<file path="config.mk">
export PLATFORM = sky130hd
export DESIGN_NAME = c2c_ctrl
export DESIGN_NICKNAME = d
export VERILOG_FILES = /design/src/hdl/c2c_pkg.sv /design/src/hdl/c2c_ctrl.sv
export SDC_FILE = /design/constraint.sdc
export NUM_CORES = 1
export LEC_CHECK = 0
export ABC_AREA = 1
export BUFFER_PORTS_ARGS = -buffer_cell sky130_fd_sc_hd__buf_4
export CELL_PAD_IN_SITES_DETAIL_PLACEMENT = 1
export CELL_PAD_IN_SITES_GLOBAL_PLACEMENT = 1
export CORE_MARGIN = 2
export CORE_UTILIZATION = 33
export CTS_CLUSTER_SIZE = 10
export DETAILED_ROUTE_END_ITERATION = 8
export GPL_TIMING_DRIVEN = 0
export MAX_ROUTING_LAYER = met4
export PLACE_DENSITY = 0.86
export SETUP_SLACK_MARGIN = 0.15
export SLEW_MARGIN = 40
export SYNTH_ARGS = -nofsm -noshare
export SYNTH_HDL_FRONTEND = slang
export SYNTH_SLANG_ARGS = --single-unit
</file>
<file path="constraint.sdc">
create_clock -name clk -period 3.8 [get_ports clk]
set_clock_uncertainty 0.15 [all_clocks]
set_input_delay 0.57 -clock clk [delete_from_list [all_inputs] [get_ports clk]]
set_output_delay 0.57 -clock clk [all_outputs]
set_load 0.02 [all_outputs]
</file>
<file path="src/hdl/c2c_pkg.sv">
`timescale 1ns / 1ps
// ---------------------------------------------------------------------------
// c2c_pkg
// Shared types and constants of the COO to CSR merge block.
// ---------------------------------------------------------------------------
package c2c_pkg;

  localparam int unsigned DEF_MAX_ENTRIES = 512;
  localparam int unsigned DEF_MAX_DIM     = 256;

  localparam int unsigned KEY_W   = 16;
  localparam int unsigned VAL_W   = 48;
  localparam int unsigned DATA_W  = KEY_W + VAL_W;
  localparam int unsigned ROWS_W  = 9;
  localparam int unsigned PTR_W   = 10;
  localparam int unsigned PADDR_W = 3;

  localparam logic [ROWS_W-1:0] NUM_ROWS_RST = 9'd256;
  localparam logic              REG_NUM_ROWS = 1'b0;

  typedef enum logic [1:0] {
    RD_SCAN  = 2'd0,
    RD_SHIFT = 2'd1,
    RD_DRAIN = 2'd2
  } rd_sel_t;

  typedef enum logic [1:0] {
    WR_MERGE  = 2'd0,
    WR_SHIFT  = 2'd1,
    WR_INSERT = 2'd2
  } wr_sel_t;

  typedef struct packed {
    logic    capture;
    logic    idx_clr;
    logic    idx_inc;
    logic    idx_dec;
    logic    idx_load_count;
    logic    rd_en;
    rd_sel_t rd_sel;
    logic    wr_en;
    wr_sel_t wr_sel;
    logic    count_inc;
    logic    set_drop;
    logic    drain_step;
  } c2c_cmd_t;

  typedef struct packed {
    logic cap_kind;
    logic load_bad;
    logic idx_at_count;
    logic idx_at_pos;
    logic key_lt;
    logic key_eq;
    logic store_full;
    logic out_busy;
  } c2c_sts_t;

endpackage

</file>
<file path="src/hdl/c2c_ctrl.sv">
`timescale 1ns / 1ps
// ---------------------------------------------------------------------------
// c2c_ctrl
// Controller: sequences the sorted insert, merge and drain steps.
// ---------------------------------------------------------------------------
module c2c_ctrl
  import c2c_pkg::*;
(
  input  logic     clk,
  input  logic     rst_n,
  input  logic     in_valid,
  output logic     in_stall,
  input  c2c_sts_t sts,
  output c2c_cmd_t cmd
);

  typedef enum logic [7:0] {
    ST_IDLE  = 8'b0000_0001,
    ST_CHECK = 8'b0000_0010,
    ST_SCAN  = 8'b0000_0100,
    ST_CMP   = 8'b0000_1000,
    ST_SHRD  = 8'b0001_0000,
    ST_SHWR  = 8'b0010_0000,
    ST_INS   = 8'b0100_0000,
    ST_DOUT  = 8'b1000_0000
  } state_t;

  state_t state_r, state_nxt;

  assign in_stall = (state_r != ST_IDLE);

  always_comb begin
    state_nxt = state_r;
    cmd       = '0;
    case (state_r)
      ST_IDLE: begin
        if (in_valid) begin
          cmd.capture = 1'b1;
          state_nxt   = ST_CHECK;
        end
      end
      ST_CHECK: begin
        if (sts.cap_kind) begin
          cmd.rd_en  = 1'b1;
          cmd.rd_sel = RD_DRAIN;
          state_nxt  = ST_DOUT;
        end else if (sts.load_bad) begin
          cmd.set_drop = 1'b1;
          state_nxt    = ST_IDLE;
        end else begin
          cmd.idx_clr = 1'b1;
          state_nxt   = ST_SCAN;
        end
      end
      ST_SCAN: begin
        if (sts.idx_at_count) begin
          if (sts.store_full) begin
            cmd.set_drop = 1'b1;
            state_nxt    = ST_IDLE;
          end else begin
            cmd.idx_load_count = 1'b1;
            state_nxt          = ST_SHRD;
          end
        end else begin
          cmd.rd_en  = 1'b1;
          cmd.rd_sel = RD_SCAN;
          state_nxt  = ST_CMP;
        end
      end
      ST_CMP: begin
        if (sts.key_eq) begin
          cmd.wr_en  = 1'b1;
          cmd.wr_sel = WR_MERGE;
          state_nxt  = ST_IDLE;
        end else if (sts.key_lt) begin
          cmd.idx_inc = 1'b1;
          state_nxt   = ST_SCAN;
        end else if (sts.store_full) begin
          cmd.set_drop = 1'b1;
          state_nxt    = ST_IDLE;
        end else begin
          cmd.idx_load_count = 1'b1;
          state_nxt          = ST_SHRD;
        end
      end
      ST_SHRD: begin
        // move entries up one slot, top first, until the gap reaches the slot
        if (sts.idx_at_pos) begin
          state_nxt = ST_INS;
        end else begin
          cmd.rd_en  = 1'b1;
          cmd.rd_sel = RD_SHIFT;
          state_nxt  = ST_SHWR;
        end
      end
      ST_SHWR: begin
        cmd.wr_en   = 1'b1;
        cmd.wr_sel  = WR_SHIFT;
        cmd.idx_dec = 1'b1;
        state_nxt   = ST_SHRD;
      end
      ST_INS: begin
        cmd.wr_en     = 1'b1;
        cmd.wr_sel    = WR_INSERT;
        cmd.count_inc = 1'b1;
        state_nxt     = ST_IDLE;
      end
      ST_DOUT: begin
        // hold until the result register is free
        if (!sts.out_busy) begin
          cmd.drain_step = 1'b1;
          state_nxt      = ST_IDLE;
        end
      end
      default: begin
        state_nxt = ST_IDLE;
      end
    endcase
  end

  always_ff @(posedge clk) begin
    if (!rst_n) begin
      state_r <= ST_IDLE;
    end else begin
      state_r <= state_nxt;
    end
  end

  a_no_rw_clash: assert property (@(posedge clk) disable iff (!rst_n)
    !(cmd.wr_en && cmd.rd_en))
    else $error("store read and written in one cycle");

  a_one_idx_op: assert property (@(posedge clk) disable iff (!rst_n)
    $countones({cmd.idx_clr, cmd.idx_inc, cmd.idx_dec, cmd.idx_load_count}) <= 1)
    else $error("conflicting index commands");

  a_drain_after_read: assert property (@(posedge clk) disable iff (!rst_n)
    cmd.drain_step |-> (state_r == ST_DOUT) && sts.cap_kind)
    else $error("drain step without a drain word");

endmodule

</file>
==> summary.txt, run 1 <==
Timing
  • Setup violators final: 0
  • Final hold vios: 0
  • RSZ-0062 raised after global routing: no
  • Post-route minimum period: 2240 ps
  • Worst setup margin: 1560 ps
  • FMAX: between 0.4 and 0.5 GHz
  • TNS Setup: 0 ps
  • Tcrit/Tclk final: 0.591
  • Slew Limit Fails: 0
  • Slew headroom: 0.860
  • Worst-Margin Slew: about 210 ps

Synthesis
  • Post-synth EDFFs: 0
  • Synth Area in Adders: 0
  • Post-synthesis sequential area ratio: 0.234
  • Number of synthesized register bits: 8
  • Post-synthesis compound-gate area fraction: 0.0769
  • Mux contribution to synthesized area: 0
  • Post-synth ARST share: 0
  • Primary FF master, synth: dfxtp_1
  • Post-synthesis average cell area: a little over 6 um2
  • Unique cell type count in the Yosys netlist: 23
  • Synth Cell Area: between 600 and 700 um2
  • Synth Net Count: 121
  • Post-synthesis xor/xnor area fraction: 0
  • Post-Syn Instances: 110
  • Fraction of the mapped netlist area in simple logic gates: 0.529
  • Synth warn: 0
  • Largest family of logic cells by synthesized area: simple AND/OR/NAND/NOR gates

Outcome
  • Status: completed

Power
  • Static leakage: between 0.4 and 0.5 nW
  • VDD IR-drop max: 0.215 mV
  • Pwr Density: 226 nW/um2

Detailed routing
  • Antenna Violating Nets Remaining: 0
  • Initial DRC Count: 6
  • Final wirelength: 2.06 mm
  • Routed len/inst: 12.5 um
  • Drt pass-1 iters: 4
  • Vias/cell: approximately 4.7
  • DRC viols: 0
  • Via Count: 771

Setup path
  • Most used cell, CP: nor2_4
  • Worst Path Arrival: 1520 ps
  • Crit path cell chain: nor2_4 -> nand2_4 -> nor2_4 -> inv_1 -> o211ai_1 -> buf_4
  • CP top delay family: simple AND/OR/NAND/NOR gates
  • Crit path buffers/inverters: 2
  • Reg2reg start: state_r[2]
  • Crit. End Element: primary output
  • Reg2Reg Capture Point: state_r[0]
  • Max incr delay on CP: 340 ps
  • R2R depth: 8
  • Reg2reg setup slack: 2390 ps
  • CP max FO: 5
  • Crit-path slowest cell: dfxtp_1
  • Worst path required time: just over 3000 ps
  • Worst Setup Start Kind: flip-flop
  • CP Class: reg -> out

Floorplanning
  • FP Rows: 16
  • Die Area: about 2500 um2
  • Die height: slightly below 50 um
  • Die X: 49.5 um
  • Core Box Area: a little under 2000 um2
  • Top Ports: 26
  • Initial Util: 0.348

Clocking
  • TritonCTS buffer count: 3
  • Post-CTS Hold Buffers: 0
  • CTS max path bufs: 2
  • Postcts setup bufs: 0
  • H-tree levels: 1
  • Clk Latency, worst-skew pair: ~250 ps
  • Clk sinks: 8
  • CTS-repair resized insts: 0
  • CTS root buffer: clkbuf_4
  • CTS tree: built
  • Clock transition at the registers of the reported paths: approximately 50 ps

Final layout
  • Post-route insts no fill: 165
  • Largest Register: state_r
  • Util after Layout: 0.473
  • Area grow syn2layout: 35.7%
  • Layout cell share with drive strength beyond 1: 0.362
  • Nets: 151
  • # diodes: 0
  • Max reg flops: 8
  • Top Registers: state_r: 8 flops
  • Fillers: 293
  • Final Cell Area: roughly 930 um2

Placed design
  • HPWL after DPL: ~1.8 mm
  • Pre-CTS setup slack: around 1800 ps
  • Post-DP Area: 905 um2
  • Placed insts: 162
  • RePlAce Congestion: 0.741
  • Buffers on Ports: 25

Min path
  • Hold Path Depth: 3
  • Worst Hold End: state_r[4]
  • HP Class: in -> reg
  • Hold Crit Start: rst_n

Global route
  • Total gr overflow: 0
  • Global-route total usage across every layer: 0.187
  • Largest net degree at the start of global routing: 7
  • Number of global-route vias before repair: 824
  • First-pass GRT wire length: between 3 and 4 mm
  • Initial antenna violation count: 0

Flow run
  • Max Cap Viol: 0
==> power breakdown <==
group / switching [W] / internal, W / total (W)
Combinational: 0.0000347 / 0.0000221 / 0.0000568
Clock: 0.0000275 / 0.0000360 / 0.0000635
Sequential: 0.00000233 / 0.0000866 / 0.0000889
==> worst reg2reg max path: cells and delay by family, from the launching register on <==
| family | cells | cell delay, ps |
|---|---|---|
| simple gates | 8 | 810 |
| flops | 1 | 350 |
==> layout by cell type, fill, tap and decap left out, drive strengths merged <==
cell	Yosys	routed
nand4	3	3
o211ai	1	1
nand2	21	21
nor3b	1	1
o221ai	1	1
buf	1	26
o21a	1	1
o21ai	2	2
nor2	27	27
nand3b	1	1
nor3	2	2
nand3	11	11
a21oi	3	3
inv	27	27
clkbuf	0	3
dfxtp	8	8
==> through the flow <==
step           hold WS, ps  total power, W
2_1_floorplan          473        0.000123
4_1_cts                392        0.000213
6_report               392        0.000209
3_3_place_gp           516        0.000144
3_5_place_dp           537        0.000147
5_1_grt                390        0.000225
==> metal layers <==
| metal | vias up | share of wire | global-route usage |
|---|---|---|---|
| li1 | 394 | - | - |
| met1 | 357 | 0.43 | 0.209 |
| met2 | 16 | 0.52 | 0.349 |
| met3 | 4 | 0.042 | 0.0394 |
| met4 | 0 | 0.0058 | 0.0278 |
| met5 | - | 0 | - |
==> cell type report <==
type	count	area (um2)	share of cell area
Buffer	1	7.51	0.00810
Clock buffer	3	22.5	0.0243
Inverter	27	101	0.109
Multi-Input combinational cell	74	414	0.447
Sequential cell	8	160	0.173
Tap cell	27	33.8	0.0364
Timing Repair Buffer	25	188	0.202
==> how the worst max path moves through the flow <==
stage                           from  slack, ps  depth (start not counted)      to
final                     state_r[4]       1560                          6  cmd[5]
after global routing      state_r[0]       1440                          6  cmd[5]
after CTS                 state_r[0]       1540                          6  cmd[5]
after detailed placement      sts[2]       1770                          5  cmd[1]
after global placement        sts[2]       1810                          5  cmd[1]
after floorplan               sts[2]       1910                          3  cmd[1]
==> cell families (layout without fill, tap and decap cells) <==
group / Yosys count / after routing
AO/OA/AOI/OAI: 8 / 8
buffers and inverters: 28 / 56
flip-flops: 8 / 8
AND/OR/NAND/NOR: 66 / 66
==> synth_stat cells, types with 3 or more instances <==
| master | number | area (um2) |
|---|---|---|
| inv_1 | 23 | 86.3 |
| nand3_1 | 10 | 50.1 |
| nor2_2 | 5 | 31.3 |
| dfxtp_1 | 8 | 160 |
| nand2_1 | 19 | 71.3 |
| nor2_4 | 6 | 67.6 |
| a21oi_1 | 3 | 15.0 |
| inv_2 | 4 | 15.0 |
| nand4_1 | 3 | 18.8 |
| nor2_1 | 16 | 60.1 |
(Power assumes the default switching activity.)
==> run 2: changes to the inputs <==
Settings changed: ABC_AREA 1 to 0, CORE_UTILIZATION 33 to 31, PLACE_DENSITY 0.86 to 0.82.
Clock period 3.8 ns to 2.09 ns, I/O delays scaled along.
==> summary.txt, run 2 <==
Setup path
  • Reg2reg start: state_r[3]
  • R2R depth: 7
  • Crit. End Element: primary output
  • Worst path required time: 1630 ps
  • CP Class: reg -> out
  • Reg2reg setup slack: 230 ps
  • Crit-path slowest cell: or3b_4
  • Worst Setup Start Kind: flip-flop
  • Worst Path Arrival: 1710 ps
  • Max incr delay on CP: 440 ps
  • Reg2Reg Capture Point: state_r[0]
  • CP top delay family: simple AND/OR/NAND/NOR gates
  • Crit path buffers/inverters: 1
  • Crit path cell chain: nor4_4 -> nand3_2 -> or3b_4 -> o31ai_4 -> buf_6
  • CP max FO: 2

Final layout
  • Top Registers: state_r: 8 flops
  • Largest Register: state_r
  • Max reg flops: 8
  • Nets: 127
  • Commonest non-fill, non-tap cell in the layout: buf_4
  • Layout cell share with drive strength beyond 1: 0.623
  • # diodes: 0
  • Most frequent cells in the layout: buf_4 (31), buf_6 (13), nor2_1 (7), nand4b_1 (5)
  • Area grow syn2layout: 91.4%

Clocking
  • Clk Latency, worst-skew pair: 260 ps
  • Clk sinks: 8
  • CTS root buffer: clkbuf_4
  • TritonCTS buffer count: 3
  • CTS tree: built
  • CTS max path bufs: 2
  • Clock transition at the registers of the reported paths: 50 ps
  • H-tree levels: 1

Placed design
  • RePlAce Congestion: 0.728
  • Buffers on Ports: 25
  • HPWL after DPL: roughly 1.4 mm

Global route
  • Largest net degree at the start of global routing: 7
  • Grt met1 use: 0.274
  • Total gr overflow: 0
  • Initial antenna violation count: 0
  • Number of global-route vias before repair: 689
  • Most Used Layer, Global Route: met2
  • M3 GR Usage: 0.0353
  • Global-route total usage across every layer: 0.230
  • GR Util met2: 0.397
  • First-pass GRT wire length: 3.35 mm

Synthesis
  • Number of synthesized register bits: 8
  • Post-synthesis sequential area ratio: 0.284
  • Largest area contributor in the netlist: dfxtp_1
  • Post-synth ARST share: 0
  • Synth Cell Area: 564 um2
  • Most common cell in the netlist: nor2_1
  • Post-synth EDFFs: 0
  • Yosys top cell area share: 0.284
  • Synth top area cells: dfxtp_1 (28%), nand4b_1 (7.8%), nor4_4 (7.5%)
  • Synth Net Count: a little under 80
  • Unique cell type count in the Yosys netlist: 28
  • Primary FF master, synth: dfxtp_1
  • Synth warn: 0
  • Commonest cells post-synth: nor2_1 (11), dfxtp_1 (8), nand4b_1 (5)
  • Post-Syn Instances: 68
  • Post-synthesis average cell area: 8.30 um2

Detailed routing
  • DRC viols: 0
  • Via Count: 770
  • Vias/cell: ~5.5
  • Drt pass-1 iters: 4
  • Antenna Violating Nets Remaining: 0
  • Initial DRC Count: 15
  • Routed len/inst: 18.8 um
  • Final wirelength: 2.62 mm

Flow run
  • Max Cap Viol: 0

Floorplanning
  • Die height: approximately 47 um
  • Core Box Area: between 1500 and 2000 um2
  • Die Area: 2180 um2
  • FP Rows: 15
  • Top Ports: 26
  • Initial Util: 0.327
  • Die X: roughly 47 um

Outcome
  • Status: finished with violations
  • Failing checks: negative setup slack

Timing
  • FMAX: 0.460 GHz
  • Setup violators final: 4
  • Worst-Margin Slew: approximately 340 ps
  • RSZ-0062 raised after global routing: yes
  • Worst setup margin: -83.2 ps
  • TNS Setup: -177 ps
  • Slew headroom: 0.768
  • Slew Limit Fails: 0
  • Tcrit/Tclk final: 1.04
  • Final hold vios: 0
  • Post-route minimum period: approximately 2200 ps

Min path
  • Worst Hold End: state_r[5]
  • HP Class: in -> reg
  • Hold Path Depth: 2
  • Hold Crit Start: sts[4]

Power
  • Static leakage: around 0.49 nW
  • VDD IR-drop max: 0.286 mV
  • Pwr Density: 384 nW/um2
  • Pwr Total: 0.000415 W
==> run 2: cell count changes in the layout (fill, tap and decap cells not counted), moves of 3 or more <==
| cell | previous run | this run |
|---|---|---|
| buf_4 | 26 | 31 |
| buf_6 | 0 | 13 |
| dfxtp_1 | 8 | 2 |
| dfxtp_4 | 0 | 4 |
| inv_1 | 23 | 4 |
| inv_2 | 4 | 0 |
| nand2_1 | 19 | 3 |
| nand3_1 | 10 | 2 |
| nand4b_1 | 0 | 5 |
| nor2_1 | 16 | 7 |
| nor2_4 | 6 | 1 |
| nor2b_1 | 0 | 3 |
==> run 2: layout make-up <==
cell class	count	area, um2
multi-input cells	55	454
flip-flops and latches	8	178
repair buffers	43	368
plain buffers	1	11.3
inverters	4	15.0
fillers	207	647
well taps	25	31.3
clock buffers	3	22.5
==> run 2: logic make-up (layout without fill, tap and decap cells) <==
family	Yosys count	after routing	share of synthesized area
buffers and inverters	5	51	0.0399
AO/OA/AOI/OAI	11	11	0.137
AND/OR/NAND/NOR	43	43	0.523
XOR/XNOR	1	1	0.0155
flip-flops	8	8	0.284
==> run 2: power breakdown <==
group | leakage (nW) | internal [W] | switching, W
Combinational | 0.408 | 0.0000656 | 0.0000658
Sequential | 0.0683 | 0.000154 | 0.00000643
Clock | 0.0138 | 0.0000661 | 0.0000574
Total | 0.490 | 0.000286 | 0.000130
==> run 2: repair_timing <==
item                       CTS  global route
setup endpoints to repair   15            17
hold buffers                 0             0
gates resized for setup     24            17
buffers inserted            11             7
pin swaps                   11             9
==> run 2: worst max path at each step <==
stage	start	end	slack, ps	depth (start not counted)
2_1_floorplan	state_r[2]	cmd[13]	190	3
3_3_place_gp	state_r[2]	cmd[1]	-30	5
3_5_place_dp	state_r[2]	cmd[1]	-40	5
4_1_cts	state_r[5]	cmd[1]	-40	5
5_1_grt	state_r[3]	cmd[1]	-140	5
6_report	state_r[3]	cmd[1]	-80	5
==> run 2: through the flow <==
stage / area (um2) / std cells / worst slack [ps] / util / hold slack [ps]
2_1_floorplan: 567 / 68 / 186 / - / 243
3_3_place_gp: 786 / 118 / -32.1 / 0.455 / 359
3_5_place_dp: 786 / 118 / -43.6 / 0.455 / 366
4_1_cts: 967 / 132 / -42.7 / 0.560 / 91.3
5_1_grt: 1080 / 139 / -141 / 0.625 / 117
6_report: 1080 / 139 / -83.2 / 0.625 / 125
==> run 2: routing by layer <==
metal | vias up | share of wire
met3 | 11 | 0.045
met5 | - | 0
met2 | 32 | 0.50
li1 | 348 | -
met4 | 0 | 0.040
met1 | 379 | 0.41
==> run 3: changes to the inputs <==
Clock period 2.09 ns to 2.43 ns, I/O delays scaled along.
==> summary.txt, run 3 (synthesized netlist as in run 2, its figures left out) <==
Outcome
  • Status: completed

Timing
  • Tcrit/Tclk final: 0.945
  • Slew headroom: 0.742
  • Slew Limit Fails: 0
  • TNS Setup: 0 ps
  • Setup violators final: 0
  • Post-route minimum period: 2300 ps
  • Final hold vios: 0
  • Worst-Margin Slew: 384 ps
  • RSZ-0062 raised after global routing: yes
  • FMAX: 0.435 GHz

Setup path
  • Crit. End Element: primary output
  • CP Class: reg -> out
  • R2R depth: 6
  • Crit-path slowest cell: or3b_1
  • Crit path cell chain: nor4_4 -> nand3_2 -> or3b_1 -> o31ai_1 -> buf_4
  • Reg2reg start: state_r[6]
  • Worst Setup Start Kind: flip-flop
  • Worst Path Arrival: 1780 ps
  • CP max FO: 6
  • Max incr delay on CP: 440 ps
  • CP startpoint: state_r[3]
  • Worst path required time: 1920 ps

Floorplanning
  • Core Box Area: 1730 um2
  • Die Area: 2180 um2
  • Die X: around 47 um
  • Top Ports: 26
  • FP Rows: 15
  • Initial Util: 0.327
  • Die height: 46.7 um

Flow run
  • Max Cap Viol: 0

Global route
  • Number of global-route vias before repair: a little under 600
  • Initial antenna violation count: 0
  • Global-route total usage across every layer: 0.198
  • Total gr overflow: 0
  • First-pass GRT wire length: 2.77 mm
  • Largest net degree at the start of global routing: 7

Placed design
  • HPWL after DPL: around 1.4 mm
  • RePlAce Congestion: 0.710
  • Buffers on Ports: 25

Clocking
  • H-tree levels: 1
  • Clock transition at the registers of the reported paths: roughly 50 ps
  • Clk sinks: 8
  • Post-CTS Hold Buffers: 0
  • Clk Latency, worst-skew pair: 260 ps
  • CTS tree: built
  • CTS root buffer: clkbuf_4
  • TritonCTS buffer count: 3
  • CTS max path bufs: 2

Final layout
  • Most frequent cells in the layout: buf_4 (31), nor2_1 (11), dfxtp_1 (8), nand4b_1 (5)
  • Multi-input gate area: 387 um2
  • Seq. cell area: 160 um2
  • Area grow syn2layout: 50.3%
  • Nets: 114
  • Fillers: 225
  • Top Registers: state_r: 8 flops
  • Layout cell share with drive strength beyond 1: 0.406
  • Largest Register: state_r
  • # diodes: 0
  • Util after Layout: 0.491
  • Max reg flops: 8
  • Commonest non-fill, non-tap cell in the layout: buf_4

Power
  • Switch share: 0.278
  • Combinational Power Share: 0.229
  • NetSw: between 0.00008 and 0.00009 W
  • Pwr Density: 371 nW/um2
  • Power share of the clock group: 0.321
  • Sequential fraction of design power: 0.450
  • VDD IR-drop max: roughly 0.23 mV
  • Internal: 0.000227 W
  • Static leakage: 0.393 nW

Min path
  • Hold Crit Start: sts[4]
  • Hold Path Depth: 2
  • HP Class: in -> reg

Detailed routing
  • Initial DRC Count: 13
  • Vias/cell: 5.11
  • DRC viols: 0
  • Antenna Violating Nets Remaining: 0
  • Drt pass-1 iters: 5
  • Routed len/inst: 14.3 um
  • Final wirelength: about 1.8 mm
  • Via Count: about 640
[run 3: cell type report]
type,instances,share of cell area
Multi-Input combinational cell,55,0.456
Timing Repair Buffer,30,0.265
Sequential cell,8,0.189
Tap cell,25,0.0369
Clock buffer,3,0.0265
Inverter,4,0.0177
Buffer,1,0.00885
[run 3: path summary, 6_finish.rpt]
check,end,slack [ps]
max,cmd[1],130
max reg2reg,state_r[0],630
min reg2reg,state_r[1],520
min,state_r[5],160
[run 3: repair_timing]
| action | CTS | global route |
|---|---|---|
| endpoints found under the setup margin | 2 | 4 |
| gates resized for setup | 0 | 2 |
| pin swaps | 2 | 2 |
| setup buffers | 3 | 2 |
[run 3: critical path, delay by kind of cell (launching register included)]
kind	cells	cell delay (ps)
buffers and inverters	1	180
AND/OR/NAND/NOR	3	890
flip-flops	1	380
AO/OA/AOI/OAI	1	90
[run 3: power groups by stage]
stage | sequential [W] | clock (W) | combinational [W]
6_report | 0.000142 | 0.000101 | 0.0000719
5_1_grt | 0.000142 | 0.000112 | 0.0000797
3_3_place_gp | 0.000144 | 0 | 0.0000688
2_1_floorplan | 0.000143 | 0 | 0.0000386
3_5_place_dp | 0.000144 | 0 | 0.0000702
4_1_cts | 0.000141 | 0.000105 | 0.0000709
[run 3: per-stage QoR]
step / hold slack [ps] / instances / power, W / worst slack (ps) / area [um2]
CTS: 162 / 124 / 0.000317 / 105 / 828
finish: 165 / 126 / 0.000314 / 133 / 848
floorplan: 294 / 68 / 0.000181 / 408 / 564
global placement: 410 / 118 / 0.000212 / 257 / 783
detailed placement: 418 / 118 / 0.000214 / 230 / 783
global route: 157 / 126 / 0.000334 / 77.0 / 848
[run 3: per-layer routing]
layer / GRT usage / vias to the layer above / routed length (um)
met1: 0.231 / 303 / 788
li1: - / 326 / -
met3: 0.0235 / 2 / 30
met2: 0.314 / 13 / 950
met4: 0.133 / 0 / 33
met5: - / - / 0
